$ cat src/rtl/kint_pkg.sv
package kint_pkg;

  // Width of the stream offset counter and saturation point of token lengths.
  localparam int POS_WIDTH = 16;
  localparam int LEN_MAX = 255;

  // The length counter is at least as wide as the length port.
  localparam int CNT_W = ($clog2(LEN_MAX + 1) > 8) ? $clog2(LEN_MAX + 1) : 8;
  localparam int POS_EXT = (POS_WIDTH > 16) ? POS_WIDTH : 16;

  // Queue between the scanner and the output stage.
  localparam int QDEPTH = 4;
  localparam int QIDX_W = $clog2(QDEPTH);

  typedef enum logic [4:0] {
    KIND_EOI    = 5'd0,
    KIND_SEMI   = 5'd1,
    KIND_PLUS   = 5'd2,
    KIND_MINUS  = 5'd3,
    KIND_TIMES  = 5'd4,
    KIND_DIV    = 5'd5,
    KIND_LPAREN = 5'd6,
    KIND_RPAREN = 5'd7,
    KIND_LBRACE = 5'd8,
    KIND_RBRACE = 5'd9,
    KIND_EQ     = 5'd10,
    KIND_LT     = 5'd11,
    KIND_GT     = 5'd12,
    KIND_DO     = 5'd13,
    KIND_IF     = 5'd14,
    KIND_WHILE  = 5'd15,
    KIND_IDENT  = 5'd16,
    KIND_NUMBER = 5'd17,
    KIND_ERROR  = 5'd18
  } kind_t;

  typedef enum logic [2:0] {
    MODE_IDLE    = 3'd0,
    MODE_KEYWORD = 3'd1,
    MODE_IDENT   = 3'd2,
    MODE_NUMBER  = 3'd3,
    MODE_ERROR   = 3'd4
  } mode_t;

  // Keyword progress codes: which keyword prefix has been seen so far.
  localparam logic [2:0] KW_NONE = 3'd0;
  localparam logic [2:0] KW_D    = 3'd1;
  localparam logic [2:0] KW_I    = 3'd2;
  localparam logic [2:0] KW_W    = 3'd3;
  localparam logic [2:0] KW_WH   = 3'd4;
  localparam logic [2:0] KW_WHI  = 3'd5;
  localparam logic [2:0] KW_WHIL = 3'd6;

  typedef struct packed {
    kind_t       kind;
    logic [15:0] start;
    logic [7:0]  length;
    logic        clipped;
  } tok_t;

  // One queue entry holds every token caused by one input byte.
  typedef struct packed {
    logic two;
    tok_t first;
    tok_t second;
  } step_t;

  function automatic logic is_digit(input logic [7:0] b);
    return (b >= 8'h30) && (b <= 8'h39);
  endfunction

  function automatic logic is_letter(input logic [7:0] b);
    return ((b >= 8'h61) && (b <= 8'h7A)) || ((b >= 8'h41) && (b <= 8'h5A));
  endfunction

  function automatic logic is_space(input logic [7:0] b);
    return (b == 8'h20) || ((b >= 8'h09) && (b <= 8'h0D));
  endfunction

  // Single-character operators; KIND_EOI means the byte is no operator.
  function automatic kind_t op_kind(input logic [7:0] b);
    kind_t k;
    unique case (b)
      8'h3B:   k = KIND_SEMI;
      8'h2B:   k = KIND_PLUS;
      8'h2D:   k = KIND_MINUS;
      8'h2A:   k = KIND_TIMES;
      8'h2F:   k = KIND_DIV;
      8'h28:   k = KIND_LPAREN;
      8'h29:   k = KIND_RPAREN;
      8'h7B:   k = KIND_LBRACE;
      8'h7D:   k = KIND_RBRACE;
      8'h3D:   k = KIND_EQ;
      8'h3C:   k = KIND_LT;
      8'h3E:   k = KIND_GT;
      default: k = KIND_EOI;
    endcase
    return k;
  endfunction

  // Character that continues the keyword prefix, zero where none does.
  function automatic logic [7:0] kw_next(input logic [2:0] p);
    logic [7:0] c;
    unique case (p)
      KW_D:    c = 8'h6F;
      KW_I:    c = 8'h66;
      KW_W:    c = 8'h68;
      KW_WH:   c = 8'h69;
      KW_WHI:  c = 8'h6C;
      KW_WHIL: c = 8'h65;
      default: c = 8'h00;
    endcase
    return c;
  endfunction

  // Keyword completed by the next character; KIND_EOI where none is.
  function automatic kind_t kw_done(input logic [2:0] p);
    kind_t k;
    unique case (p)
      KW_D:    k = KIND_DO;
      KW_I:    k = KIND_IF;
      KW_WHIL: k = KIND_WHILE;
      default: k = KIND_EOI;
    endcase
    return k;
  endfunction

  // Low 16 bits of a stream offset.
  function automatic logic [15:0] to_start(input logic [POS_WIDTH-1:0] pos);
    logic [POS_EXT-1:0] ext;
    ext = POS_EXT'(pos);
    return ext[15:0];
  endfunction

endpackage

$ cat src/rtl/kint_scan.sv
module kint_scan
  import kint_pkg::*;
(
  input  logic       clk,
  input  logic       rst,
  input  logic       accept,
  input  logic [7:0] byte_req,
  output logic       push,
  output step_t      push_data
);

  mode_t                 mode, mode_next;
  logic [2:0]            kwp, kwp_next;
  logic [POS_WIDTH-1:0]  tbegin, tbegin_next;
  logic [CNT_W-1:0]      tcount, tcount_next;
  logic                  tclip, tclip_next;
  logic [POS_WIDTH-1:0]  offset, offset_next;

  logic                  fr_emit, fr_start, fr_eoi;
  mode_t                 fr_mode;
  logic [2:0]            fr_kwp;
  tok_t                  fr_tok;
  kind_t                 op;

  logic                  pend_v, use_fresh;
  tok_t                  pend_tok;
  logic [CNT_W-1:0]      tcount_inc;
  logic                  alnum;

  assign op         = op_kind(byte_req);
  assign alnum      = is_letter(byte_req) || is_digit(byte_req);
  assign tcount_inc = tcount + CNT_W'(1);

  // Handling of a byte that arrives between tokens.
  always_comb begin
    fr_tok   = '{kind: KIND_EOI, start: to_start(offset), length: 8'd1, clipped: 1'b0};
    fr_emit  = 1'b0;
    fr_start = 1'b0;
    fr_eoi   = 1'b0;
    fr_mode  = MODE_IDLE;
    fr_kwp   = kwp;
    if (byte_req == 8'h00) begin
      fr_emit = 1'b1;
      fr_eoi  = 1'b1;
    end else if (is_space(byte_req)) begin
      fr_emit = 1'b0;
    end else if (op != KIND_EOI) begin
      fr_emit     = 1'b1;
      fr_tok.kind = op;
    end else if ((byte_req == 8'h64) || (byte_req == 8'h69) || (byte_req == 8'h77)) begin
      fr_start = 1'b1;
      fr_mode  = MODE_KEYWORD;
      fr_kwp   = (byte_req == 8'h64) ? KW_D : (byte_req == 8'h69) ? KW_I : KW_W;
    end else if (is_letter(byte_req)) begin
      fr_start = 1'b1;
      fr_mode  = MODE_IDENT;
    end else if (is_digit(byte_req)) begin
      fr_start = 1'b1;
      fr_mode  = MODE_NUMBER;
    end else begin
      fr_emit     = 1'b1;
      fr_mode     = MODE_ERROR;
      fr_tok.kind = KIND_ERROR;
    end
  end

  // Scan state machine: next state and the pending token it closes.
  always_comb begin
    mode_next   = mode;
    kwp_next    = kwp;
    tbegin_next = tbegin;
    tcount_next = tcount;
    tclip_next  = tclip;
    offset_next = offset + POS_WIDTH'(1);
    pend_v      = 1'b0;
    use_fresh   = 1'b0;
    pend_tok    = '{kind: KIND_IDENT, start: to_start(tbegin), length: tcount[7:0],
                    clipped: tclip};
    unique case (mode)
      MODE_ERROR: begin
        if (byte_req == 8'h00) begin
          mode_next   = MODE_IDLE;
          offset_next = '0;
        end
      end
      MODE_KEYWORD: begin
        if ((byte_req != 8'h00) && (byte_req == kw_next(kwp))) begin
          if (kw_done(kwp) != KIND_EOI) begin
            pend_v           = 1'b1;
            pend_tok.kind    = kw_done(kwp);
            pend_tok.length  = tcount_inc[7:0];
            pend_tok.clipped = 1'b0;
            mode_next        = MODE_IDLE;
          end else begin
            kwp_next = kwp + 3'd1;
            if (tcount >= CNT_W'(LEN_MAX)) tclip_next = 1'b1;
            else tcount_next = tcount_inc;
          end
        end else if (alnum) begin
          mode_next = MODE_IDENT;
          if (tcount >= CNT_W'(LEN_MAX)) tclip_next = 1'b1;
          else tcount_next = tcount_inc;
        end else begin
          pend_v    = 1'b1;
          use_fresh = 1'b1;
        end
      end
      MODE_IDENT: begin
        if (alnum) begin
          if (tcount >= CNT_W'(LEN_MAX)) tclip_next = 1'b1;
          else tcount_next = tcount_inc;
        end else begin
          pend_v    = 1'b1;
          use_fresh = 1'b1;
        end
      end
      MODE_NUMBER: begin
        if (is_digit(byte_req)) begin
          if (tcount >= CNT_W'(LEN_MAX)) tclip_next = 1'b1;
          else tcount_next = tcount_inc;
        end else begin
          pend_v        = 1'b1;
          pend_tok.kind = KIND_NUMBER;
          use_fresh     = 1'b1;
        end
      end
      default: begin
        use_fresh = 1'b1;
      end
    endcase

    // The byte that ends a token, or arrives between tokens, is handled afresh.
    if (use_fresh) begin
      mode_next = fr_mode;
      kwp_next  = fr_kwp;
      if (fr_start) begin
        tbegin_next = offset;
        tcount_next = CNT_W'(1);
        tclip_next  = 1'b0;
      end
      if (fr_eoi) offset_next = '0;
    end
  end

  // Queue entry for this byte.
  always_comb begin
    push             = accept && (pend_v || (use_fresh && fr_emit));
    push_data.two    = pend_v && use_fresh && fr_emit;
    push_data.first  = pend_v ? pend_tok : fr_tok;
    push_data.second = fr_tok;
  end

  // State registers.
  always_ff @(posedge clk) begin
    if (rst) begin
      mode   <= MODE_IDLE;
      kwp    <= KW_NONE;
      tbegin <= '0;
      tcount <= '0;
      tclip  <= 1'b0;
      offset <= '0;
    end else if (accept) begin
      mode   <= mode_next;
      kwp    <= kwp_next;
      tbegin <= tbegin_next;
      tcount <= tcount_next;
      tclip  <= tclip_next;
      offset <= offset_next;
    end
  end

endmodule

$ cat src/rtl/kint_queue.sv
module kint_queue
  import kint_pkg::*;
(
  input  logic  clk,
  input  logic  rst,
  input  logic  push,
  input  step_t push_data,
  input  logic  pop,
  output logic  full,
  output logic  nonempty,
  output step_t head
);

  step_t             mem [QDEPTH];
  logic [QIDX_W-1:0] wptr, rptr;
  logic [QIDX_W:0]   count;

  assign full     = (count == (QIDX_W + 1)'(QDEPTH));
  assign nonempty = (count != '0);
  assign head     = mem[rptr];

  // Pointers and fill level.
  always_ff @(posedge clk) begin
    if (rst) begin
      wptr  <= '0;
      rptr  <= '0;
      count <= '0;
    end else begin
      if (push) wptr <= wptr + QIDX_W'(1);
      if (pop) rptr <= rptr + QIDX_W'(1);
      if (push && !pop) count <= count + (QIDX_W + 1)'(1);
      else if (pop && !push) count <= count - (QIDX_W + 1)'(1);
    end
  end

  // Entry storage.
  always_ff @(posedge clk) begin
    if (push) mem[wptr] <= push_data;
  end

endmodule

$ cat src/rtl/kint_emit.sv
module kint_emit
  import kint_pkg::*;
(
  input  logic        clk,
  input  logic        rst,
  input  logic        q_valid,
  input  step_t       q_data,
  output logic        q_pop,
  output logic        token_valid,
  input  logic        token_stall,
  output logic [4:0]  token_kind,
  output logic [15:0] token_start,
  output logic [7:0]  token_length,
  output logic        length_clipped,
  output logic        last
);

  logic  cur_v;
  step_t cur;
  logic  second_sel;
  logic  done;
  tok_t  tok;

  // The held entry is finished when its final token is taken.
  assign done  = cur_v && !token_stall && (!cur.two || second_sel);
  assign q_pop = q_valid && (!cur_v || done);

  assign tok            = second_sel ? cur.second : cur.first;
  assign token_valid    = cur_v;
  assign token_kind     = tok.kind;
  assign token_start    = tok.start;
  assign token_length   = tok.length;
  assign length_clipped = tok.clipped;
  assign last           = !cur.two || second_sel;

  // Control of the output register.
  always_ff @(posedge clk) begin
    if (rst) begin
      cur_v      <= 1'b0;
      second_sel <= 1'b0;
    end else if (q_pop) begin
      cur_v      <= 1'b1;
      second_sel <= 1'b0;
    end else if (done) begin
      cur_v <= 1'b0;
    end else if (cur_v && !token_stall) begin
      second_sel <= 1'b1;
    end
  end

  // Payload of the output register.
  always_ff @(posedge clk) begin
    if (q_pop) cur <= q_data;
  end

  // The second token is only ever selected for an entry that has one.
  a_second_has_two: assert property (@(posedge clk) disable iff (rst)
    (cur_v && second_sel) |-> cur.two)
    else $error("second token selected for a single-token entry");

  // A transaction that is not the last of its byte is followed by the second token.
  a_second_follows: assert property (@(posedge clk) disable iff (rst)
    (token_valid && !token_stall && !last) |=> (token_valid && second_sel))
    else $error("second token of a byte was not presented");

  // A freshly loaded entry starts with its first token.
  a_load_first: assert property (@(posedge clk) disable iff (rst)
    q_pop |=> (cur_v && !second_sel))
    else $error("loaded entry does not start at its first token");

endmodule

$ cat src/rtl/keyword_ident_number_tokenizer_top.sv
// The tokens of each accepted byte are written to the step queue as one entry, then
// loaded into the output register that drives the token ports.
// Throughput: one byte per cycle while the four-entry step queue has room; the output
// port gives one token per cycle while token_stall is low, so a byte that closes one
// token and is itself a token gives both there, one after the other. Reset clears the
// scanner to idle with offset zero and empties the queue and the output register.
module keyword_ident_number_tokenizer_top
  import kint_pkg::*;
(
  input  logic        clk,
  input  logic        rst,
  input  logic        byte_valid,
  output logic        byte_stall,
  input  logic [7:0]  byte_req,
  output logic        token_valid,
  input  logic        token_stall,
  output logic [4:0]  token_kind,
  output logic [15:0] token_start,
  output logic [7:0]  token_length,
  output logic        length_clipped,
  output logic        last
);

  logic  accept;
  logic  push, pop, full, nonempty;
  step_t push_data, head;

  assign byte_stall = full;
  assign accept     = byte_valid && !byte_stall;

  // Front: classifies each byte and forms its tokens.
  kint_scan u_scan (
    .clk       (clk),
    .rst       (rst),
    .accept    (accept),
    .byte_req  (byte_req),
    .push      (push),
    .push_data (push_data)
  );

  // Queue of per-byte token entries.
  kint_queue u_queue (
    .clk       (clk),
    .rst       (rst),
    .push      (push),
    .push_data (push_data),
    .pop       (pop),
    .full      (full),
    .nonempty  (nonempty),
    .head      (head)
  );

  // Back: hands out the tokens of each entry one transaction at a time.
  kint_emit u_emit (
    .clk            (clk),
    .rst            (rst),
    .q_valid        (nonempty),
    .q_data         (head),
    .q_pop          (pop),
    .token_valid    (token_valid),
    .token_stall    (token_stall),
    .token_kind     (token_kind),
    .token_start    (token_start),
    .token_length   (token_length),
    .length_clipped (length_clipped),
    .last           (last)
  );

endmodule

$ cat config.mk
export PLATFORM = sky130hd
export DESIGN_NAME = keyword_ident_number_tokenizer_top
export DESIGN_NICKNAME = d
export VERILOG_FILES = /design/src/rtl/kint_pkg.sv /design/src/rtl/kint_scan.sv /design/src/rtl/kint_queue.sv /design/src/rtl/kint_emit.sv /design/src/rtl/keyword_ident_number_tokenizer_top.sv
export SDC_FILE = /design/constraint.sdc
export NUM_CORES = 1
export LEC_CHECK = 0
export ABC_AREA = 0
export BUFFER_PORTS_ARGS = -buffer_cell sky130_fd_sc_hd__clkbuf_2
export CELL_PAD_IN_SITES_DETAIL_PLACEMENT = 1
export CELL_PAD_IN_SITES_GLOBAL_PLACEMENT = 1
export CORE_MARGIN = 2
export CORE_UTILIZATION = 36
export DETAILED_ROUTE_END_ITERATION = 12
export PLACE_DENSITY = 0.69
export SYNTH_ARGS = -nofsm -noshare
export SYNTH_HDL_FRONTEND = slang
export SYNTH_HIERARCHICAL = 1
export SYNTH_SLANG_ARGS = --single-unit
$ cat constraint.sdc
create_clock -name clk -period 6.2 [get_ports clk]
set_clock_uncertainty 0.1 [all_clocks]
set_input_delay 0.62 -clock clk [delete_from_list [all_inputs] [get_ports clk]]
set_output_delay 0.62 -clock clk [all_outputs]
set_load 0.005 [all_outputs]
# ---- Yosys cells after proc, flatten, opt, wreduce, memory -nomap -nowiden
# Memories as Yosys holds them, arrays and structs flattened. A register that Yosys moved wholly into a read port is not among the register bits.
# Cells that the tools add are included.
dict set report totals {
  regBits 65
  mem_bits_rw 208
  input_bits 12
  out_inout_bits 33
  wordCells 199
  mem_count 1
}
# name depth width read_ports rd_clocked_by_memory_dff write_ports line
set memory_table {}
lappend memory_table {u_queue.mem 4 52 1 1 1 kint_queue.sv:14} ;# step_t mem [QDEPTH];
dict set report classes {
  addsub 7
  magnitude_cmp 9
  n_eq_ne 36
  muxes 88
  bitwise 1
  n_reduce_logical 44
}
# op n
set op_table {}
lappend op_table {{$eq A8 B6 Y1 const B} 11}
lappend op_table {{$mux W3} 22}
lappend op_table {{$mux W16} 4}
lappend op_table {{$mux W8} 8}
lappend op_table {{$mux W30} 2}
lappend op_table {{$mux W5} 10}
lappend op_table {{$pmux W4 S12} 1}
lappend op_table {{$pmux W7 S6} 1}
lappend op_table {{$eq A8 B7 Y1 const B} 5}
lappend op_table {{$mux W1} 30}
lappend op_table {{$mux W9} 3}
lappend op_table {{$pmux W8 S3} 1}
lappend op_table {{$add A16 B1 Y16 const B} 1}
lappend op_table {{$ge A8 B7 Y1 const B} 2}
lappend op_table {{$le A8 B7 Y1 const B} 2}
lappend op_table {{$eq A3 B3 Y1 const B} 5}
lappend op_table {{$logic_and A1 B1 Y1} 15}
lappend op_table {{$eq A3 B2 Y1 const B} 4}
lappend op_table {{$pmux W4 S3} 1}
lappend op_table {{$pmux W5 S2} 1}
lappend op_table {{$reduce_bool A5 Y1} 2}
lappend op_table {{$add A8 B1 Y8 const B} 1}
lappend op_table {{$eq A8 B8 Y1} 1}
lappend op_table {{$ge A8 B4 Y1 const B} 1}
lappend op_table {{other kinds (28)} 51}

# ---- Logic depth before layout (Yosys ltp)
# Gate-level depths: netlist of run 1.
dict set report depth {
  ltp_word 17
  depth_mapped 17
  ltp_nobuf 15
}

# ---- By module
# The synthesis of run 1 kept the hierarchy.
# mod instances cells_each area_each_um2 seq_area_each_um2
set by_module_without_submodules {}
lappend by_module_without_submodules {kint_queue 1 363 9300.2 7507.2}
lappend by_module_without_submodules {kint_scan 1 513 3858.7 940.9}
lappend by_module_without_submodules {kint_emit 1 106 2299.7 1871.8}
lappend by_module_without_submodules {keyword_ident_number_tokenizer_top 1 1 13.8 0.0}

# ---- Worst setup path after synthesis of run 1
# No wires, ideal clock.
dict set report synth_path {
  path_kind {input port to flip-flop}
  from {input byte_req[4]}
  to {memory u_queue/mem[0][0] (netlist name), enable pin}
  setup_ns 0.425
  t_arrival_ns 3.993
  slack_ns 1.681
  path_stages 10
  path_cell_list {buf_2 -> or4_4 -> nor2_1 -> nor2_1 -> and3_1 -> buf_2 -> o31ai_4 -> nor2b_1 -> o21a_1 -> and2_1}
}
dict set report synth_between {
  elab_chain_len 13
  word_cells_on_any_way 55
  cone_classes {order compare: 8; eq/ne: 17; mux: 14; reduce/logical: 16}
}
# item line
set synth_rtl {}
lappend synth_rtl {{start: declaration} keyword_ident_number_tokenizer_top.sv:14} ;# input logic [7:0] byte_req,
lappend synth_rtl {{$ge A8 B6 Y1, or another cell as far along} kint_pkg.sv:69} ;# return (b >= 8'h30) && (b <= 8'h39);
lappend synth_rtl {{$logic_and A1 B1 Y1, on equally long branches} {kint_pkg.sv:69, kint_pkg.sv:73}}
lappend synth_rtl {{$mux W1 or $logic_or A1 B1 Y1 (tied branches)} {kint_scan.sv:57, kint_scan.sv:118, kint_pkg.sv:73}}
lappend synth_rtl {{$mux W1} kint_scan.sv:54} ;# end else if (is_letter(byte_req)) begin
lappend synth_rtl {{$mux W1} kint_scan.sv:50} ;# end else if ((byte_req == 8'h64) || (byte_req == 8'h69) || (byte_req == 8'h77)) begin
lappend synth_rtl {{$mux W1} kint_scan.sv:47} ;# end else if (op != KIND_EOI) begin
lappend synth_rtl {{$mux W1} kint_scan.sv:45} ;# end else if (is_space(byte_req)) begin
lappend synth_rtl {{$mux W1} kint_scan.sv:42} ;# if (byte_req == 8'h00) begin
lappend synth_rtl {{$logic_and A1 B1 Y1} kint_scan.sv:147} ;# push = accept && (pend_v || (use_fresh && fr_emit));
lappend synth_rtl {{$logic_or A1 B1 Y1 (*)} kint_scan.sv:147}
lappend synth_rtl {{$logic_and A1 B1 Y1 (*)} kint_scan.sv:147}
lappend synth_rtl {{named net push} keyword_ident_number_tokenizer_top.sv:25} ;# logic push, pop, full, nonempty;
lappend synth_rtl {{$mux W1 (*)} kint_queue.sv:38} ;# if (push) mem[wptr] <= push_data;
lappend synth_rtl {{$mux W1 (not written as such) (*)} kint_queue.sv:38}
lappend synth_rtl {{end: declaration} kint_queue.sv:14}
# The timed path passes the listed nets; every way through them passes the cells marked *.

# ---- Worst setup path in the final report of run 1
dict set report layout_path {
  from {register u_scan.kwp[0]}
  to {register u_queue.count[2]}
}
dict set report layout_between {
  elab_chain_len 13
  word_cells_on_any_way 27
  cone_classes {eq/ne: 7; mux: 11; reduce/logical: 9}
}
# item line
set layout_rtl {}
lappend layout_rtl {{start: declaration} kint_scan.sv:13} ;# logic [2:0] kwp, kwp_next;
lappend layout_rtl {{start signal: assignment} kint_scan.sv:164} ;# kwp <= kwp_next;
lappend layout_rtl {{$eq A3 B3 Y1, or another cell as far along} {kint_pkg.sv:104, kint_pkg.sv:119}}
lappend layout_rtl {{$pmux W7 S6 or $pmux W4 S3 (tied branches)} {kint_pkg.sv:104, kint_pkg.sv:119}}
lappend layout_rtl {{$mux W8 or $mux W5 (tied branches)} {kint_scan.sv:79, kint_scan.sv:87}}
lappend layout_rtl {{$eq A8 B8 Y1 or $mux W5 (tied branches)} {kint_scan.sv:87, kint_scan.sv:79}}
lappend layout_rtl {{$logic_and A1 B1 Y1 or $reduce_bool A5 Y1 (tied branches)} {kint_scan.sv:87, kint_scan.sv:88}}
lappend layout_rtl {{$mux W1, on equally long branches} {kint_scan.sv:87, kint_scan.sv:88}}
lappend layout_rtl {{$pmux W1 S4 or $mux W1 (tied branches)} {kint_scan.sv:79, kint_scan.sv:87}}
lappend layout_rtl {{$logic_and A1 B1 Y1 or $pmux W1 S3 (tied branches)} {kint_scan.sv:147, kint_scan.sv:79}}
lappend layout_rtl {{$logic_or A1 B1 Y1 (*)} kint_scan.sv:147}
lappend layout_rtl {{$logic_and A1 B1 Y1 (*)} kint_scan.sv:147}
lappend layout_rtl {{named net push} keyword_ident_number_tokenizer_top.sv:25}
lappend layout_rtl {{$logic_not A1 Y1} kint_queue.sv:32} ;# else if (pop && !push) count <= count - (QIDX_W + 1)'(1);
lappend layout_rtl {{$logic_and A1 B1 Y1} kint_queue.sv:32}
lappend layout_rtl {{$reduce_bool A2 Y1 (no line)} n/a}
lappend layout_rtl {{end signal: assignment} kint_queue.sv:31} ;# if (push && !pop) count <= count + (QIDX_W + 1)'(1);
lappend layout_rtl {{end signal: assignment} kint_queue.sv:32}
lappend layout_rtl {{end: declaration} kint_queue.sv:16} ;# logic [QIDX_W:0] count;
# The timed path passes the listed nets; every way through them passes the cells marked *. The select of a mux whose other input is x is not followed.
# A chain may end at the register's enable or synchronous reset.

==> out/summary.txt, run 1 <==
global-route wire length before repair -> 50,500 um
GP Congestion -> 0.832
fmax -> 0.219 GHz
CTS tree -> done
post-route ant nets -> 0
Die Ht -> 211 um
Final setup viols -> 0
share of cells above drive strength 1 -> 22.1%
Max Cap Viol -> 0
combinational cell fraction of total power -> 17.6%
Synth area leaders -> edfxtp_1, mux4_2, dfxtp_1
clk sinks -> 363
grt ovf -> 0
crit-path max FO -> 25
drt pass-1 iters -> 5
Gates resized, CTS repair -> 0
Pint -> 0.00492 W
Post-synth EDFFs -> 305
Hold WC Path Type -> in2reg
vias in the first global route -> 8,870
final WL -> 32,000 um
Fin. Hold Viols -> 0
DRC viols -> 0
Final nets -> 1,046
Syn Std Cell Area -> 15,500 sq um
sequential standard cell area -> 10,300 sq um
Tcrit/Tclk final -> 73.5%
Area Growth Syn to Fin -> 11.7%
Cells after Synth -> 983
arrival time worst endpoint -> 4.91 ns
Hold Path Stages -> 4
cts bufs inserted -> 37
Startpoint Class -> flop
post-synthesis register bit count -> 363
Clock Pin Slew Worst Setup and Hold Paths -> 0.06 ns
wire per inst -> 20.1 um
Post-synth ARST share -> 0%
site row count -> 75
Worst setup EP type -> flop
Clock Latency Late Sink -> 0.53 ns
# diodes -> 0
minimum clock period -> 4.56 ns
width of the die -> 211 um
IO Count -> 45
Initial Util -> 36.6%
switch share -> 25.3%
initial antenna violation count -> 0
unrepaired setup endpoints after global routing -> no
Slew headroom -> 31.8%
Post-CTS Hold Buffers -> 0
postcts setup bufs -> 0
Clock Tree Buf Depth -> 3
multi-input logic area -> 4680 sq um
H-tree depth -> 2
Main synth FF type -> edfxtp_1
post-synth top area share -> 59.2%
CORE AREA -> 42,200 sq um
Avg Inst Size Synth -> 15.7 sq um
fill count -> 4,217
worst path required time -> 6.56 ns
Vias -> 8,378
Reg power frac -> 49.5%
pwr dens -> 381 nW/um^2
cell taking the most area after synthesis -> edfxtp_1
worst slew pin tran -> 1.02 ns
synth warn -> 6
Peak VDD IR -> 0.223 mV
Root Buffer -> clkbuf_16
NetSw -> 0.00166 W
setup_tns -> 0 ns
Fin Hold WS -> 0.348 ns
Max Slew Vio Count -> 0
WS Path Type -> reg2reg
GRT Total Usage -> 14.6%
library cells used by synthesis -> 87
Initial DRC Count -> 602
Reg2Reg Depth -> 14
total die area -> 44,700 sq um
power share of the clock group -> 32.9%
Seq/Total Area, Yosys -> 66.7%
detailed placer's ending HPWL -> 19,600 um
P_leak -> 5.82 nW
outcome -> finished, final reports clean
vias per cell -> 5.27
largest net degree at the start of global routing -> 65
IO buf count -> 44
## final timing paths
check | from | to | slack [ns]
min | token_stall | u_emit/second_sel | 0.35
max reg2reg | u_scan/kwp[0] | u_queue/count[2] | 1.64
min reg2reg | u_scan/tbegin[2] | u_scan/tbegin[2] | 0.35
max | u_scan/kwp[0] | u_queue/count[2] | 1.64
## stage by stage
stage	cells	setup WS (ns)	power (W)	util (%)	area (sq um)
2_1_floorplan	990	1.68	0.00414	-	15500
3_3_place_gp	1522	1.58	0.00447	38.1	16100
3_5_place_dp	1522	1.48	0.00451	38.1	16100
4_1_cts	1590	1.63	0.00670	40.9	17300
5_1_grt	1590	1.33	0.00690	40.9	17300
6_report	1590	1.64	0.00658	40.9	17300
## state kept, by name, indices dropped and copies added (netlist names), named ones only
signal,cells
u_scan/tcount,8
u_queue/count,3
u_scan/offset,16
u_queue/mem,244
u_queue/rptr,2
u_emit/token_valid,1
u_queue/wptr,2
u_scan/mode,3
u_scan/tbegin,16
u_scan/kwp,3
u_scan/tclip,1
u_emit/second_sel,1
u_emit/cur,61
## layout by cell type (no fill, tap or decap), types with 14 or more instances in the layout
| cell type | synthesis | final |
|---|---|---|
| o21ai_0 | 14 | 14 |
| xnor2_1 | 14 | 14 |
| mux4_2 | 60 | 60 |
| mux2_2 | 32 | 32 |
| mux2_1 | 14 | 14 |
| nor2_1 | 68 | 68 |
| a21oi_1 | 38 | 38 |
| nand3_1 | 24 | 24 |
| clkbuf_16 | 0 | 39 |
| clkbuf_2 | 0 | 44 |
| dfxtp_1 | 58 | 55 |
| xor2_1 | 18 | 18 |
| nand2_1 | 69 | 69 |
| inv_1 | 20 | 20 |
| edfxtp_1 | 305 | 305 |
## power groups by stage
stage	combinational, W	sequential (W)	clock [W]
floorplan	0.000911	0.00323	0
global placement	0.00117	0.00329	0
detailed placement	0.00119	0.00332	0
CTS	0.00120	0.00327	0.00222
global route	0.00128	0.00331	0.00232
finish	0.00116	0.00326	0.00217
## cells by family (layout without fill, tap and decap cells)
kind of cell    after synthesis  after routing  share of synthesized area, %
compound gates              130            130                          6.28
xor+xnor                     32             32                          1.81
fa+ha+maj                    12             12                          1.02
buf+inv                      81            142                          3.23
flops                       363            363                          66.7
mux                         113            113                          12.7
other cells                   2              9                        0.0485
simple gates                250            250                          8.24
## cells in the mapped netlist (7+ instances only)
master    count
xnor2_1      14
and3_1       11
o21ai_0      14
mux4_2       60
nand2_1      69
o21a_1        7
buf_2        13
ha_1         11
nand4_1       8
a21oi_1      38
and2_1        8
edfxtp_1    305
or3_1        10
nand3_1      24
nor3_1        8
mux2_2       32
inv_1        20
buf_4        12
mux2_1       14
and4_1        7
nor2_1       68
dfxtp_1      58
clkbuf_1     21
xor2_1       18
## routing by layer
metal  global-route usage [%]  routed length (um)  vias to the layer above  part of all wire (%)
met3                     2.14                1250                       42                   3.9
li1                         -                   -                     3862                     -
met4                     4.23                 623                        0                   1.9
met5                        0                   0                        -                     0
met2                     24.9               15900                      159                    50
met1                     19.5               14200                     4315                    44
## final cells by class
type	count	share of cell area, %
clock buffers	51	6.14
well taps	539	3.90
repair buffers	54	1.92
multi-input cells	546	27.1
inverters	20	0.434
flip-flops and latches	363	59.7
clock inverters	17	0.789
## worst max-delay path: stages (launching register included)
cell	delay (ns)
dfxtp_1	0.37
inv_1	0.11
ha_1	0.31
nor2_1	0.22
nor4b_4	0.33
o22a_1	0.26
nand4_2	0.44
o211ai_4	0.62
o21a_1	0.38
ha_1	0.23
inv_1	0.06
fa_1	0.37
xor2_1	0.17
or3_1	0.32
a21oi_1	0.16
Power figures use the tool's default switching activity.
==> run 2, diff against run 1 <==
==> constraint.sdc (replaced) <==
create_clock -name clk -period 4.7 [get_ports clk]
set_clock_uncertainty 0.1 [all_clocks]
set_input_delay 0.47 -clock clk [delete_from_list [all_inputs] [get_ports clk]]
set_output_delay 0.47 -clock clk [all_outputs]
set_load 0.005 [all_outputs]
==> run 2 against run 1 <==
  * Register-to-register slack worse by 1.1 ns
  * Worst hold slack worse by 0.15 ns
  * First-iteration DRC count is 14% lower
  * Die area stayed put
  * Critical path depth is 1 higher
  * Combinational power is 30% higher
  * Cell area is 0.69% higher
  * Sequential power is 33% higher
  * Global-route usage is 0.34 points higher
==> out/summary.txt, run 2 (synthesis gave the netlist of run 1 again) <==
Post-CTS Hold Buffers -> 0 (unchanged)
grt ovf -> 0 (unchanged)
arrival time worst endpoint -> 4.47 ns (-0.44 ns)
GRT Total Usage -> 15.0% (+0.34 points)
CORE AREA -> 42,200 sq um (unchanged)
Peak VDD IR -> 0.269 mV (+21%)
max FFs per register -> 244 (unchanged)
IO buf count -> 44 (unchanged)
detailed placer's ending HPWL -> 20,500 um (+4.3%)
Gates resized, CTS repair -> 0 (unchanged)
Final setup viols -> 0 (unchanged)
P_leak -> 5.88 nW (+1.0%)
fill count -> 4,225 (+0.19%)
worst path required time -> 5.04 ns (-1.52 ns)
Final nets -> 1,055 (+0.86%)
Buf+Inv Stages, Crit Path -> 2 (unchanged)
worst slew pin tran -> 1.07 ns (+0.0532 ns)
Biggest register -> u_queue/mem
Slew headroom -> 28.6% (-3.2 points)
final WL -> 32,700 um (+2.2%)
vias in the first global route -> 9,077 (+2.3%)
Largest stage delay, worst path -> 0.38 ns (-0.24 ns)
Crit-path slowest cell -> dfxtp_1
share of cells above drive strength 1 -> 22.8% (+0.76 points)
outcome -> finished, final reports clean
site row count -> 75 (unchanged)
Max Cap Viol -> 0 (unchanged)
Startpoint Class -> flop
# diodes -> 0 (unchanged)
initial antenna violation count -> 0 (unchanged)
unrepaired setup endpoints after global routing -> no
commonest non-fill, non-tap cells in the layout -> edfxtp_1, nand2_1, nor2_1
global-route wire length before repair -> 52,100 um (+3.1%)
DP Area -> 16,200 sq um (+0.65%)
minimum clock period -> 4.13 ns (-0.426 ns)
Clock Latency Late Sink -> 0.52 ns (about the same)
wire per inst -> 20.4 um (+1.6%)
Worst setup EP type -> flop
DRC viols -> 0 (unchanged)
post-route ant nets -> 0 (unchanged)
crit-path cells -> inv_1, ha_1, mux2_4, o311a_1, o22a_1, and3_1, o31ai_4, nor2b_1, o21a_1, ha_1, inv_1, fa_1, xor2_1, or3_1, a21oi_1
Die Ht -> 211 um (unchanged)
largest net degree at the start of global routing -> 64 (-1.5%)
Hold WC Path Type -> in2reg
Clock Tree Buf Depth -> 3 (unchanged)
H-tree depth -> 2 (unchanged)
Initial DRC Count -> 518 (-14%)
clk sinks -> 363 (unchanged)
Regs by FF count -> u_queue/mem: 244 flops, u_emit/cur: 61 flops
Clock Pin Slew Worst Setup and Hold Paths -> 0.06 ns (about the same)
GP Congestion -> 0.894 (+7.5%)
Initial Util -> 36.6% (unchanged)
crit-path max FO -> 9 (-64%)
WS Path Type -> reg2reg
postcts setup bufs -> 0 (unchanged)
width of the die -> 211 um (unchanged)
Root Buffer -> clkbuf_16
CTS tree -> done
vias per cell -> 5.23 (-0.78%)
fmax -> 0.242 GHz (+10%)
Fin. Hold Viols -> 0 (unchanged)
Vias -> 8,360 (-0.21%)
Design Area, Final -> 17,400 sq um (+0.69%)
pwr dens -> 503 nW/um^2 (+32%)
setup_tns -> 0 ns (unchanged)
cts bufs inserted -> 37 (unchanged)
commonest non-fill, non-tap cell in the layout -> edfxtp_1
IO Count -> 45 (unchanged)
Tcrit/Tclk final -> 87.9% (+14 points)
CP top delay family -> compound AO/OA/AOI/OAI gates
total die area -> 44,700 sq um (unchanged)
Max Slew Vio Count -> 0 (unchanged)
Area Growth Syn to Fin -> 12.5%
drt pass-1 iters -> 4 (-1)
## run 2: cell count changes in the layout (fill, tap and decap cells not counted)
cell / before / now
clkinv_1: 7 / 4
inv_8: 0 / 1
clkbuf_1: 8 / 10
clkbuf_8: 4 / 2
bufinv_16: 2 / 3
buf_4: 7 / 13
buf_12: 3 / 6
clkinv_2: 5 / 6
## run 2: metrics by stage
step                      std cells  hold WS, ns  power, W  setup WS, ns  util [%]
after global routing           1599        0.217   0.00916         0.299      41.2
final                          1599        0.201   0.00876         0.569      41.2
after floorplan                 990        0.333   0.00546         0.271         -
after detailed placement       1531        0.345   0.00598         0.432      38.4
after global placement         1531        0.339   0.00592         0.627      38.4
after CTS                      1599        0.182   0.00891         0.539      41.2
## run 2: layout make-up
cell class | count | area (sq um) | share of cell area (%)
clock buffer | 51 | 1040 | 5.98
tap | 539 | 674 | 3.87
timing repair buffer | 63 | 438 | 2.52
clock inverter | 17 | 171 | 0.985
inverter | 20 | 75.1 | 0.431
multi-input combinational | 546 | 4680 | 26.9
sequential | 363 | 10300 | 59.3
## run 2: power breakdown
| part | internal [W] | switching [W] | total, W |
|---|---|---|---|
| clock | 0.00173 | 0.00117 | 0.00290 |
| sequential | 0.00409 | 0.000254 | 0.00435 |
| combinational | 0.000717 | 0.000791 | 0.00151 |
## run 2: final timing paths
| path | depth (start not counted) | end | startpoint | slack [ns] |
|---|---|---|---|---|
| max | 15 | u_queue/count[2] | u_scan/kwp[0] | 0.57 |
| max reg2reg | 15 | u_queue/count[2] | u_scan/kwp[0] | 0.57 |
| min reg2reg | 2 | u_scan/tbegin[1] | u_scan/tbegin[1] | 0.35 |
| min | 4 | u_emit/second_sel | token_stall | 0.20 |
## run 2: per-layer routing
metal,share of wire (%),global-route usage (%),up-vias
li1,-,-,3882
met1,44,19.6,4281
met2,51,26.0,149
met3,3.4,2.17,48
met4,2.0,4.15,0
met5,0,0,-
## run 2: worst min-delay path: cells and delay by family
| kind | cells | cell delay (ns) |
|---|---|---|
| AO/OA/AOI/OAI | 1 | 0.09 |
| buffers and inverters | 2 | 0.15 |
| AND/OR/NAND/NOR | 1 | 0.07 |
